### src/hdl/flc_pkg.sv
// shared types and fixed widths for the full linear convolution unit
// no dependencies; used by every module of the block by scoped names
`default_nettype none

package flc_pkg;

  localparam int IDX_W   = 4;   // coefficient index field
  localparam int KLEN_W  = 5;   // kernel length register
  localparam int OUT_W   = 36;  // exact sum of products
  localparam int OUT_TDW = 40;  // output tdata, padded to bytes
  localparam int GRP     = 4;   // products summed per first-level adder

  localparam logic REQ_COEF   = 1'b0;
  localparam logic REQ_SAMPLE = 1'b1;

  // one sample issued into the tap line
  typedef struct packed {
    logic valid;  // a sample (real or flushed zero) enters this cycle
    logic clear;  // history returns to zeros instead of shifting
    logic last;   // final output of the whole convolution
  } issue_t;

endpackage

`default_nettype wire

### src/hdl/flc_coef_store.sv
// kernel coefficient registers, written by index from the input channel
// depends on flc_pkg
`default_nettype none

module flc_coef_store #(
  parameter int MAX_TAPS     = 16,
  parameter int SAMPLE_WIDTH = 16
) (
  input  wire logic                                   clk,
  input  wire logic                                   rst_n,
  input  wire logic                                   wr_en,
  input  wire logic [flc_pkg::IDX_W-1:0]              wr_idx,
  input  wire logic [SAMPLE_WIDTH-1:0]                wr_data,
  output logic      [MAX_TAPS-1:0][SAMPLE_WIDTH-1:0]  coef
);

  localparam int AW = (MAX_TAPS > 1) ? $clog2(MAX_TAPS) : 1;

  logic [MAX_TAPS-1:0][SAMPLE_WIDTH-1:0] coef_r;
  logic [MAX_TAPS-1:0][SAMPLE_WIDTH-1:0] coef_nxt;
  logic                                  in_range;

  always_comb begin
    in_range = int'(wr_idx) < MAX_TAPS;
    coef_nxt = coef_r;
    if (wr_en && in_range) begin
      coef_nxt[AW'(wr_idx)] = wr_data;
    end
  end

  always_ff @(posedge clk) begin
    if (!rst_n) begin
      coef_r <= '0;
    end else begin
      coef_r <= coef_nxt;
    end
  end

  assign coef = coef_r;

endmodule

`default_nettype wire

### config.mk
export PLATFORM = sky130hd
export DESIGN_NAME = flc_coef_store
export DESIGN_NICKNAME = d
export VERILOG_FILES = /design/src/hdl/flc_pkg.sv /design/src/hdl/flc_coef_store.sv
export SDC_FILE = /design/constraint.sdc
export NUM_CORES = 1
export LEC_CHECK = 0
export ABC_AREA = 1
export ABC_CLOCK_PERIOD_IN_PS = 1400
export CAP_MARGIN = 15
export CORE_MARGIN = 2
export CORE_UTILIZATION = 50
export DETAILED_ROUTE_END_ITERATION = 6
export DONT_BUFFER_PORTS = 1
export GPL_TIMING_DRIVEN = 0
export PLACE_DENSITY_LB_ADDON = 0.15
export SETUP_SLACK_MARGIN = 0.02
export SYNTH_ARGS = -nofsm -noshare
export SYNTH_HDL_FRONTEND = slang
export SYNTH_SLANG_ARGS = --single-unit
### constraint.sdc
create_clock -name clk -period 1.4 [get_ports clk]
set_clock_uncertainty 0.15 [all_clocks]
set_input_delay 0.28 -clock clk [delete_from_list [all_inputs] [get_ports clk]]
set_output_delay 0.28 -clock clk [all_outputs]
set_load 0.1 [all_outputs]
# Word level (Yosys, flattened, before mapping)
# Index checks and enable logic that the tools add are counted.
[word_totals]
reg_bits = 256
output_inout_bits = 256
word_cells = 22
[classes]
order_cmp = 2
mux = 3
reduce_logical = 1
[ops]
columns = ["cell", "count"]
rows = [
  ["$bwmux 256", 1],
  ["$demux 16 s4", 1],
  ["$mux 16", 1],
  ["$lt 4x5->1 const B", 1],
  ["$ge 4x1->1 const B", 1],
  ["$logic_and 1x1->1", 1],
]

# Longest topological paths before layout
[logic_depth]
depth_word = 5
depth_mapped = 8
depth_no_buf = 6

# Worst setup path before layout
# No wires, ideal clock.
[synth_timing]
path_kind = "reg-to-reg"
start = "register coef_r (netlist bit coef[192])"
end = "register coef_r (netlist bit coef[192])"
setup_time_ns = 0.064
t_arrival_ns = 1.208
required_ns = 1.186
setup_slack_ns = -0.022
stages_incl_launch_ff = 5
n_path_buf = 0
synth_period_minus_slack_ns = 1.422
cell_sequence = "dfxtp_1 > inv_1 > nand2_1 > inv_1 > nor2_1"
[synth_between]
elab_chain_len = 1
[synth_lines]
columns = ["item", "line", "rtl"]
rows = [
  ["from (decl)", "flc_coef_store.sv:19", "logic [MAX_TAPS-1:0][SAMPLE_WIDTH-1:0] coef_r;"],
  ["from (signal assigned)", "flc_coef_store.sv:35", "coef_r <= coef_nxt;"],
  ["$bwmux 256", "flc_coef_store.sv:27", "coef_nxt[AW'(wr_idx)] = wr_data;"],
]
# Every way passes these cells.
# A chain may end at the register's enable or synchronous reset.

# Final worst setup path
[layout_timing]
start = "register coef_r (netlist bit coef[79])"
end = "output port coef[79] (netlist name)"
[layout_lines]
columns = ["item", "line", "rtl"]
rows = [
  ["to (decl)", "flc_coef_store.sv:14", "output logic [MAX_TAPS-1:0][SAMPLE_WIDTH-1:0] coef"],
]
# No word-level cell between the ends.

==> impl_metrics.env <==
export IMPL_hold_ws_ns=-0.0347
export IMPL_period_minus_slack_ns=1.53
export IMPL_grt_max_degree=13
export IMPL_yosysTopAreaCell="dfxtp_1"
export IMPL_holdPathEnd="coef[239]$_SDFFE_PN0P_"
export IMPL_met2_length_um=15700
export IMPL_ys_warnings_count=0
export IMPL_leakage_nw=5.34
export IMPL_reg2reg_to="coef[12]$_SDFFE_PN0P_"
export IMPL_cts_sinks=256
export IMPL_top_layer="met4"
export IMPL_core_area_um2=20400
export IMPL_nets=1586
export IMPL_route_met3_wl_um=4290
export IMPL_hold_viol=25
export IMPL_die_h_um=148
export IMPL_syn_num_nets=1540
export IMPL_num_rows=52
export IMPL_drt_met1_wl_um=13800
export IMPL_cts_buffer_depth=3
export IMPL_drtIter0Drc=780
export IMPL_io_pins=279
export IMPL_htree_levels=1
export IMPL_maxCapViolations=0
export IMPL_relSlewSlack_pct=33.5
export IMPL_grt_pass1_wl_um=53800
export IMPL_synthCells=1517
export IMPL_rsz0062_at_grt="yes"
export IMPL_die_x_um=148
export IMPL_grt_pass1_vias=9225
export IMPL_p_switching_w=0.00508
export IMPL_hpwl_um=23500
export IMPL_hp_class="in -> reg"
export IMPL_cts_clk_slew_worst_paths_ns=0.06
export IMPL_r2r_start="coef[12]$_SDFFE_PN0P_"
export IMPL_swShare_pct=31.2
export IMPL_crit_path_start_kind="flip-flop"
export IMPL_largest_register_ffs=256
export IMPL_gp_congestion=0.850
export IMPL_final_common_cell="nor2_1"
export IMPL_synth_top_area_share_pct=49.2
export IMPL_num_vias=9896
export IMPL_internal_power_w=0.0112
export IMPL_dieArea_um2=22000
export IMPL_reg2reg_slack_ns=0.34
export IMPL_slew_viol_final=0
export IMPL_clock_latency_ns=0.54
export IMPL_drc_errors=0
export IMPL_r2r_cells=4
export IMPL_cts_made_buffers=27
export IMPL_areaGrowthSynthToFinish_pct=22.6
export IMPL_finalCritPeriodShare_pct=109
export IMPL_irDropWorstVdd_mv=0.899
export IMPL_final_setup_viol_count=256
export IMPL_ys_ff_latch=256
export IMPL_setup_tns_ns=-26.07
export IMPL_p_comb_share_pct=8.0
export IMPL_cts_root_buf="clkbuf_16"
export IMPL_synth_area_um2=10400
export IMPL_worstSetupPathType="reg -> out"
export IMPL_hp_start="wr_idx[1]"
export IMPL_postSynthAreaPerCell_um2=6.87
export IMPL_io_buffers=0
export IMPL_overflow=0
export IMPL_via_per_inst=5.35
export IMPL_ys_types=14
export IMPL_setup_slack_ns=-0.129
export IMPL_whs_path_depth=4
export IMPL_fmax_mhz=654
export IMPL_drive_gt1_share_pct=24.8
export IMPL_start_util_pct=51.2
export IMPL_synth_area_leaders="dfxtp_1, nor2_1, nand2_1, nand3_1, nand4_1"
export IMPL_wl_per_cell_um=19.1
export IMPL_cp_end_kind="primary output"
export IMPL_clkPwrFrac_pct=40.5
export IMPL_crit_required_ns=0.97
export IMPL_cp_max_fo=2
export IMPL_cts_tree="done"
export IMPL_tightest_slew_ns=0.997
export IMPL_dr_pass1_iters=5
export IMPL_mostFrequentLayoutCells="nor2_1, nand2_1, dfxtp_4"
export IMPL_power_density_nw_per_um2=1270
export IMPL_seq_power_share_pct=51.5
export IMPL_status="complete, but fails checks"
export IMPL_antenna_found_initial=1
export IMPL_power_w=0.0162
export IMPL_crit_arrival_ns=1.10
export IMPL_grt_total_usage_pct=31.6
export IMPL_antenna_left=0
export IMPL_routed_wl_um=35300
export IMPL_synth_seq_area_share_pct=49.2
export IMPL_failed_checks="hold timing, setup timing"
## synthesized netlist by cell type
cell type	n
a21oi_1	64
nor2_2	9
nand3_1	131
inv_1	85
dfxtp_1	256
buf_1	15
nor2_1	419
nand3_4	1
clkbuf_1	40
nor2_4	4
buf_2	70
nand4_1	64
nand2_1	358
nand3_2	1
## routing by layer
layer / GRT usage (%) / vias to the layer above
li1: - / 4837
met5: 0 / -
met1: 40.8 / 4480
met3: 9.26 / 95
met2: 50.3 / 484
met4: 12.3 / 0
## cells by family after synthesis
family | Yosys count | synth area share, %
flops | 256 | 49.2
simple gates | 987 | 39.4
compound gates | 64 | 3.07
buf+inv | 210 | 8.40
## metrics by stage
| step | hold WS [ns] | setup WS, ns | util (%) | instances | instance area [µm²] |
|---|---|---|---|---|---|
| 6_report | -0.0347 | -0.129 | 62.7 | 1850 | 12800 |
| 5_1_grt | -0.000425 | -0.144 | 62.7 | 1850 | 12800 |
| 4_1_cts | -0.0124 | -0.133 | 62.4 | 1851 | 12700 |
| 3_5_place_dp | 0.435 | -0.558 | 53.1 | 1787 | 10800 |
| 3_3_place_gp | 0.424 | -0.560 | 53.1 | 1787 | 10800 |
| 2_1_floorplan | 0.358 | 0.0132 | - | 1517 | 10500 |
## cell type report
| class | count | area, µm² |
|---|---|---|
| repair buffers | 17 | 190 |
| clock buffers | 40 | 764 |
| inverters | 85 | 319 |
| diodes | 1 | 2.50 |
| clock inverters | 5 | 25.0 |
| multi-input cells | 1051 | 4460 |
| well taps | 270 | 338 |
| flip-flops and latches | 256 | 6090 |
| fillers | 1854 | 7590 |
| plain buffers | 125 | 587 |
## power by group through the flow
stage	sequential [W]	combinational [W]	clock [W]
final	0.00837	0.00130	0.00658
after global routing	0.00838	0.00144	0.00698
after CTS	0.00837	0.00125	0.00661
after detailed placement	0.00889	0.00121	0
after global placement	0.00889	0.00120	0
after floorplan	0.00884	0.000857	0
## worst max path at each step
stage / startpoint / cells past startpoint / to / slack, ns
2_1_floorplan: wr_en / 8 / coef[25]$_SDFFE_PN0P_ / 0.01
3_3_place_gp: wr_data[8] / 5 / coef[168]$_SDFFE_PN0P_ / -0.56
3_5_place_dp: wr_data[9] / 5 / coef[25]$_SDFFE_PN0P_ / -0.56
4_1_cts: coef[79]$_SDFFE_PN0P_ / 0 / coef[79] / -0.13
5_1_grt: coef[175]$_SDFFE_PN0P_ / 0 / coef[175] / -0.14
6_report: coef[79]$_SDFFE_PN0P_ / 0 / coef[79] / -0.13
## timing repair
item                       in CTS  in global routing
cloned                          0                  0
setup buffers                   0                  1
gates resized for setup       483                 29
hold endpoints to repair       42                  5
pin swaps                       0                  1
hold buffers                   19                  1
setup endpoints to repair     475                398
Note: power is estimated with default switching activity, not from simulation.
