[src/hdl/flc_pkg.sv]
// shared types and fixed widths for the full linear convolution unit
// no dependencies; used by every module of the block by scoped names
`default_nettype none

package flc_pkg;

  localparam int IDX_W   = 4;   // coefficient index field
  localparam int KLEN_W  = 5;   // kernel length register
  localparam int OUT_W   = 36;  // exact sum of products
  localparam int OUT_TDW = 40;  // output tdata, padded to bytes
  localparam int GRP     = 4;   // products summed per first-level adder

  localparam logic REQ_COEF   = 1'b0;
  localparam logic REQ_SAMPLE = 1'b1;

  // one sample issued into the tap line
  typedef struct packed {
    logic valid;  // a sample (real or flushed zero) enters this cycle
    logic clear;  // history returns to zeros instead of shifting
    logic last;   // final output of the whole convolution
  } issue_t;

endpackage

`default_nettype wire

[src/hdl/flc_adder_tree.sv]
// two-level registered adder tree: partial-sum register, then output register
// depends on flc_pkg
`default_nettype none

module flc_adder_tree #(
  parameter int MAX_TAPS = 16
) (
  input  wire logic                                     clk,
  input  wire logic                                     rst_n,
  input  wire logic                                     prod_valid,
  input  wire logic                                     prod_last,
  input  wire logic [MAX_TAPS-1:0][flc_pkg::OUT_W-1:0]  prod,
  output logic                                          prod_ready,
  output logic                                          out_valid,
  output logic                                          out_last,
  output logic      [flc_pkg::OUT_W-1:0]                out_sum,
  input  wire logic                                     out_ready
);

  localparam int GS = flc_pkg::GRP;
  localparam int NG = (MAX_TAPS + GS - 1) / GS;

  logic [NG*GS-1:0][flc_pkg::OUT_W-1:0] pad;
  logic [NG-1:0][flc_pkg::OUT_W-1:0]    part_r, part_nxt;
  logic                                 b_v_r, b_v_nxt, b_last_r, b_last_nxt;
  logic                                 c_v_r, c_v_nxt, c_last_r, c_last_nxt;
  logic [flc_pkg::OUT_W-1:0]            sum_r, sum_nxt;
  logic                                 b_ld, c_ld;

  assign c_ld       = !c_v_r || out_ready;
  assign b_ld       = !b_v_r || c_ld;
  assign prod_ready = b_ld;

  always_comb begin
    pad = '0;
    pad[MAX_TAPS-1:0] = prod;
    for (int g = 0; g < NG; g++) begin
      part_nxt[g] = '0;
      for (int k = 0; k < GS; k++) begin
        part_nxt[g] = part_nxt[g] + pad[g*GS+k];
      end
    end
    sum_nxt = '0;
    for (int g = 0; g < NG; g++) begin
      sum_nxt = sum_nxt + part_r[g];
    end
  end

  always_comb begin
    b_v_nxt    = b_ld ? prod_valid : b_v_r;
    b_last_nxt = b_ld ? prod_last  : b_last_r;
    c_v_nxt    = c_ld ? b_v_r      : c_v_r;
    c_last_nxt = c_ld ? b_last_r   : c_last_r;
  end

  always_ff @(posedge clk) begin
    if (!rst_n) begin
      b_v_r    <= 1'b0;
      b_last_r <= 1'b0;
      c_v_r    <= 1'b0;
      c_last_r <= 1'b0;
    end else begin
      b_v_r    <= b_v_nxt;
      b_last_r <= b_last_nxt;
      c_v_r    <= c_v_nxt;
      c_last_r <= c_last_nxt;
    end
  end

  always_ff @(posedge clk) begin
    if (b_ld && prod_valid) begin
      part_r <= part_nxt;
    end
    if (c_ld && b_v_r) begin
      sum_r <= sum_nxt;
    end
  end

  assign out_valid = c_v_r;
  assign out_last  = c_last_r;
  assign out_sum   = sum_r;

endmodule

`default_nettype wire

[config.mk]
export PLATFORM = sky130hd
export DESIGN_NAME = flc_adder_tree
export DESIGN_NICKNAME = d
export VERILOG_FILES = /design/src/hdl/flc_pkg.sv /design/src/hdl/flc_adder_tree.sv
export SDC_FILE = /design/constraint.sdc
export NUM_CORES = 1
export LEC_CHECK = 0
export BUFFER_PORTS_ARGS = -buffer_cell sky130_fd_sc_hd__buf_2
export CORE_AREA = 2 2 243 245
export CTS_CLUSTER_SIZE = 25
export DETAILED_ROUTE_END_ITERATION = 8
export DIE_AREA = 0 0 245 247
export PLACE_DENSITY = 0.68
export SLEW_MARGIN = 20
export SYNTH_ARGS = -nofsm -noshare
export SYNTH_HDL_FRONTEND = slang
export SYNTH_SLANG_ARGS = --single-unit
[constraint.sdc]
create_clock -name clk -period 13.29 [get_ports clk]
set_clock_uncertainty 0.05 [all_clocks]
set_input_delay 2.658 -clock clk [delete_from_list [all_inputs] [get_ports clk]]
set_output_delay 2.658 -clock clk [all_outputs]
set_load 0.005 [all_outputs]
# Yosys cells after proc, flatten, opt, wreduce, memory -nomap -nowiden
# Index checks and enable logic that the tools add are counted.
# word_totals
ff_bits,184
inputBits,581
wordCells,30
# op_classes
add_sub_neg,15
n_reduce_logical,6
# ops
op,count
$add 36x36->36,15
$logic_and 1x1->1,2
$logic_not 1->1,2
$logic_or 1x1->1,2

# Logic depth before layout (Yosys ltp)
# logic_depth
depth_word,4
mapped_depth,16

# Least setup slack after synthesis
# No wires, ideal clock.
# synth_path
kind,input to register
from,in out_ready
to,reg part_r[0] in the netlist's numbering (enable)
setup_ns,0.521
arrival_time_ns,6.185
path_slack_ns,6.534
stages,3
cell_sequence,nor2b_1 -> nand2_1 -> and2_1
# synth_between
elab_chain_len,3
# synth_rtl
item,line,source
start: declaration,flc_adder_tree.sv:17,input wire logic out_ready
$logic_or 1x1->1,flc_adder_tree.sv:30,assign c_ld = !c_v_r || out_ready;
$logic_or 1x1->1,flc_adder_tree.sv:31,assign b_ld = !b_v_r || c_ld;
net prod_ready,flc_adder_tree.sv:13,"output logic prod_ready,"
$logic_and 1x1->1,flc_adder_tree.sv:71,if (b_ld && prod_valid) begin
end signal: assignment,flc_adder_tree.sv:72,part_r <= part_nxt;
end: declaration,flc_adder_tree.sv:24,"logic [NG-1:0][flc_pkg::OUT_W-1:0] part_r, part_nxt;"
# The timed path passes the listed nets, and every way through them passes these cells.
# A chain may end at the register's enable or synchronous reset.

==> impl_results.md <==
* Crit path kind: in -> reg
* Reg2Reg Depth at 16
* Initial detailed-routing violation count at 920
* RSZ-0062 raised after global routing: false
* ANT nets after route at 0
* Hold Path Sink: b_last_r
* Post-synth EDFFs at 180
* Sequential area share after synthesis at 22.11%
* Ys async rst share at 0%
* Worst-margin pin slew at 1.017 ns
* Post-synth top flop: edfxtp_1
* TNS Setup at 0 ns
* Largest net degree at the start of global routing at 66
* Top cells by area, synth: fa_1 28%, edfxtp_1 22%, inv_1 14%, ha_1 8.8%, xnor2_1 4.2%
* Fin Hold WS at 0.4275 ns
* Initial antenna violation count at 9
* Starting Density at 42.60%
* Synth Register Bits at 184
* CP Launch Type: input port
* TritonCTS clock tree: done
* Io pins at 620
* Rel. slew slack at 30.47%
* CP max stage delay at 0.90 ns
* Die Height at 247 microns
* Die area at 60520 sq um
* Area leader, netlist: fa_1
* Peak Freq at 146.5 MHz
* Hold Startpoint: b_last_r
* Leakage at 16.16 nW
* Grt met2 use at 40.52%
* Sink Count at 184
* Outcome: finished, final reports clean
* Hold Fails Final Rpt at 0
* CP cell instances: buf_2 > fa_1 > fa_1 > ha_1 > inv_1 > fa_1 > nand2b_1 > a21o_1 > a311o_1 > a2111oi_0 > o41ai_1 > a21oi_1 > o31ai_1 > mux2i_1 > nand2_1
* Worst R2R End: out_sum[35]
* Final min period at 6.826 ns
* Final WL at 63.21 mm
* CTS resizes at 0
* CTS Buf Count at 17
* Peak VDD IR at 0.3064 mV
* Top Usage Layer GRT: met2
* Clk buf depth at 2
* Clk slew on worst S/H paths at 0.07 ns
* Syn nets at 3800
* CTS Hold Bufs at 0
* Commonest non-fill, non-tap cells in the layout: 957 x inv_1, 619 x buf_2, 350 x fa_1
* Core Area at 58240 sq um
* MaxCap Viol Count at 0
* Worst Setup End Kind: flip-flop
* Worst setup path startpoint: prod[289]
* Met1 GRT Util at 24.17%
* Clock Latency Late Sink at 0.46 ns
* DR WL/cell at 15.40 microns
* CTS root buf: clkbuf_16
* Hold Path Class: reg -> reg
* Commonest non-fill, non-tap cell in the layout: inv_1
* Period utilization at 51.36%
* YS warnings at 0
* Met3 Use GR at 3.213%
* DR vias/cell at 4.747
* DRC violations left at 0
* PortBufs at 619
* Post-CTS Setup Bufs at 0
* Post-synth top area share at 28.24%
* Netlist cell types at 69
* Slew Limit Fails at 0
* Share of layout cells above drive strength 1 at 20.26%
* Dpl cells at 4067
* Critical path arrival at 6.99 ns
* Die width at 245 microns
* Worst setup margin at 6.464 ns
* CP top delay family: compound AO/OA/AOI/OAI gates
* CP Buf/Inv Count at 2
* GRT overflow at 0
* Peak fanout along the critical path at 3
* CP Data Required Time at 13.45 ns
* Worst path most repeated cell: fa_1
* Final core occ at 50.57%
* Deepest level of the CTS H-tree at 4
* Net count reported at finish at 4420
* Fin cells at 4105
* Area Overhead vs Synth at 18.71%
* RD Place Congestion at 0.9188
* Cell depth of the worst hold path at 2
* DR vias at 19490
* Mean Syn Cell Area at 9.210 sq um
* GRT Util Overall at 21.23%
* Critical R2R Launch: part_r[1]
* Site Rows at 89
* PD cells at 274.2 nW/um^2
* Mapped Area at 24810 sq um
* DRT Pass-1 Iters at 7
* Worst reg-to-reg setup slack at 8.45 ns
* Post-DP HPWL at 55.90 mm
* Setup violations, final at 0
* Cells after synthesis at 2694
* First-pass GRT wire length at 98.33 mm
* Number of global-route vias before repair at 19540
* Crit-path slowest cell: a2111oi_0
* Pre-CTS setup slack at 6.083 ns
## where the power goes
part	switching, mW	internal (mW)	total [mW]
clock network	0.239	0.297	0.536
logic	3.45	2.69	6.14
registers	0.111	1.29	1.40
## flip-flops by register name, summed over array words and instances (netlist names)
register   cells
b_v_r          1
out_sum       36
part_r       144
out_valid      1
b_last_r       1
out_last       1
## per-layer routing
layer / vias to the layer above / wire (microns) / share of wire [%]
li1: 9581 / - / -
met1: 9274 / 23890 / 38
met2: 557 / 33880 / 54
met3: 72 / 3687 / 5.8
met4: 4 / 1735 / 2.7
met5: - / 22 / 0.035
## layout make-up
class | count | area [sq um]
fill | 5610 | 28790
multi-input combinational | 1532 | 15670
sequential | 184 | 5485
inverter | 957 | 3592
timing repair buffer | 622 | 3133
tap | 773 | 967.2
clock buffer | 18 | 429.2
clock inverter | 14 | 170.2
antenna | 5 | 12.51
## worst max-delay path by stage
stage	to	slack, ns	depth (start not counted)
after floorplan	part_r[0]	6.53	3
after global placement	part_r[105]	6.09	15
after detailed placement	part_r[105]	6.08	15
after CTS	part_r[105]	6.57	15
after global routing	part_r[105]	6.15	15
final	part_r[105]	6.46	15
## logic make-up after synthesis
| kind of cell | share of synthesized area, % |
|---|---|
| and+or+nand+nor | 7.025 |
| DFF | 22.11 |
| muxes | 0.1210 |
| buffers and inverters | 14.80 |
| AOI/OAI and AO/OA | 13.06 |
| xor gates and xnor gates | 5.825 |
| adders and majority gates | 37.07 |
## cell usage after synthesis (all sizes together), types with 6 or more instances
master    n
nor2     85
nor2b    26
nand3    26
nand2b   21
nand2    84
clkbuf   21
a211o     6
ha      175
inv     957
edfxtp  180
o31ai     9
a21oi   142
a211oi   20
a31oi    19
xnor2   119
o21ai    76
and2     15
o211ai   11
nand4    17
o21bai   23
nor3     32
fa      350
xor2     46
o21a     18
a21o     97
and3     19
a311oi    8
## worst min-delay path, stage by stage (launching register included)
cell and delay, ns:
dfxtp_1 0.31, nand3_1 0.06, a21boi_0 0.06
## through the flow
step	power, mW	instance area [sq um]
final	8.077	29450
after global routing	9.010	29440
after CTS	8.132	29420
after detailed placement	7.569	28820
after global placement	7.489	28820
after floorplan	6.104	24810
(Power assumes the default switching activity.)
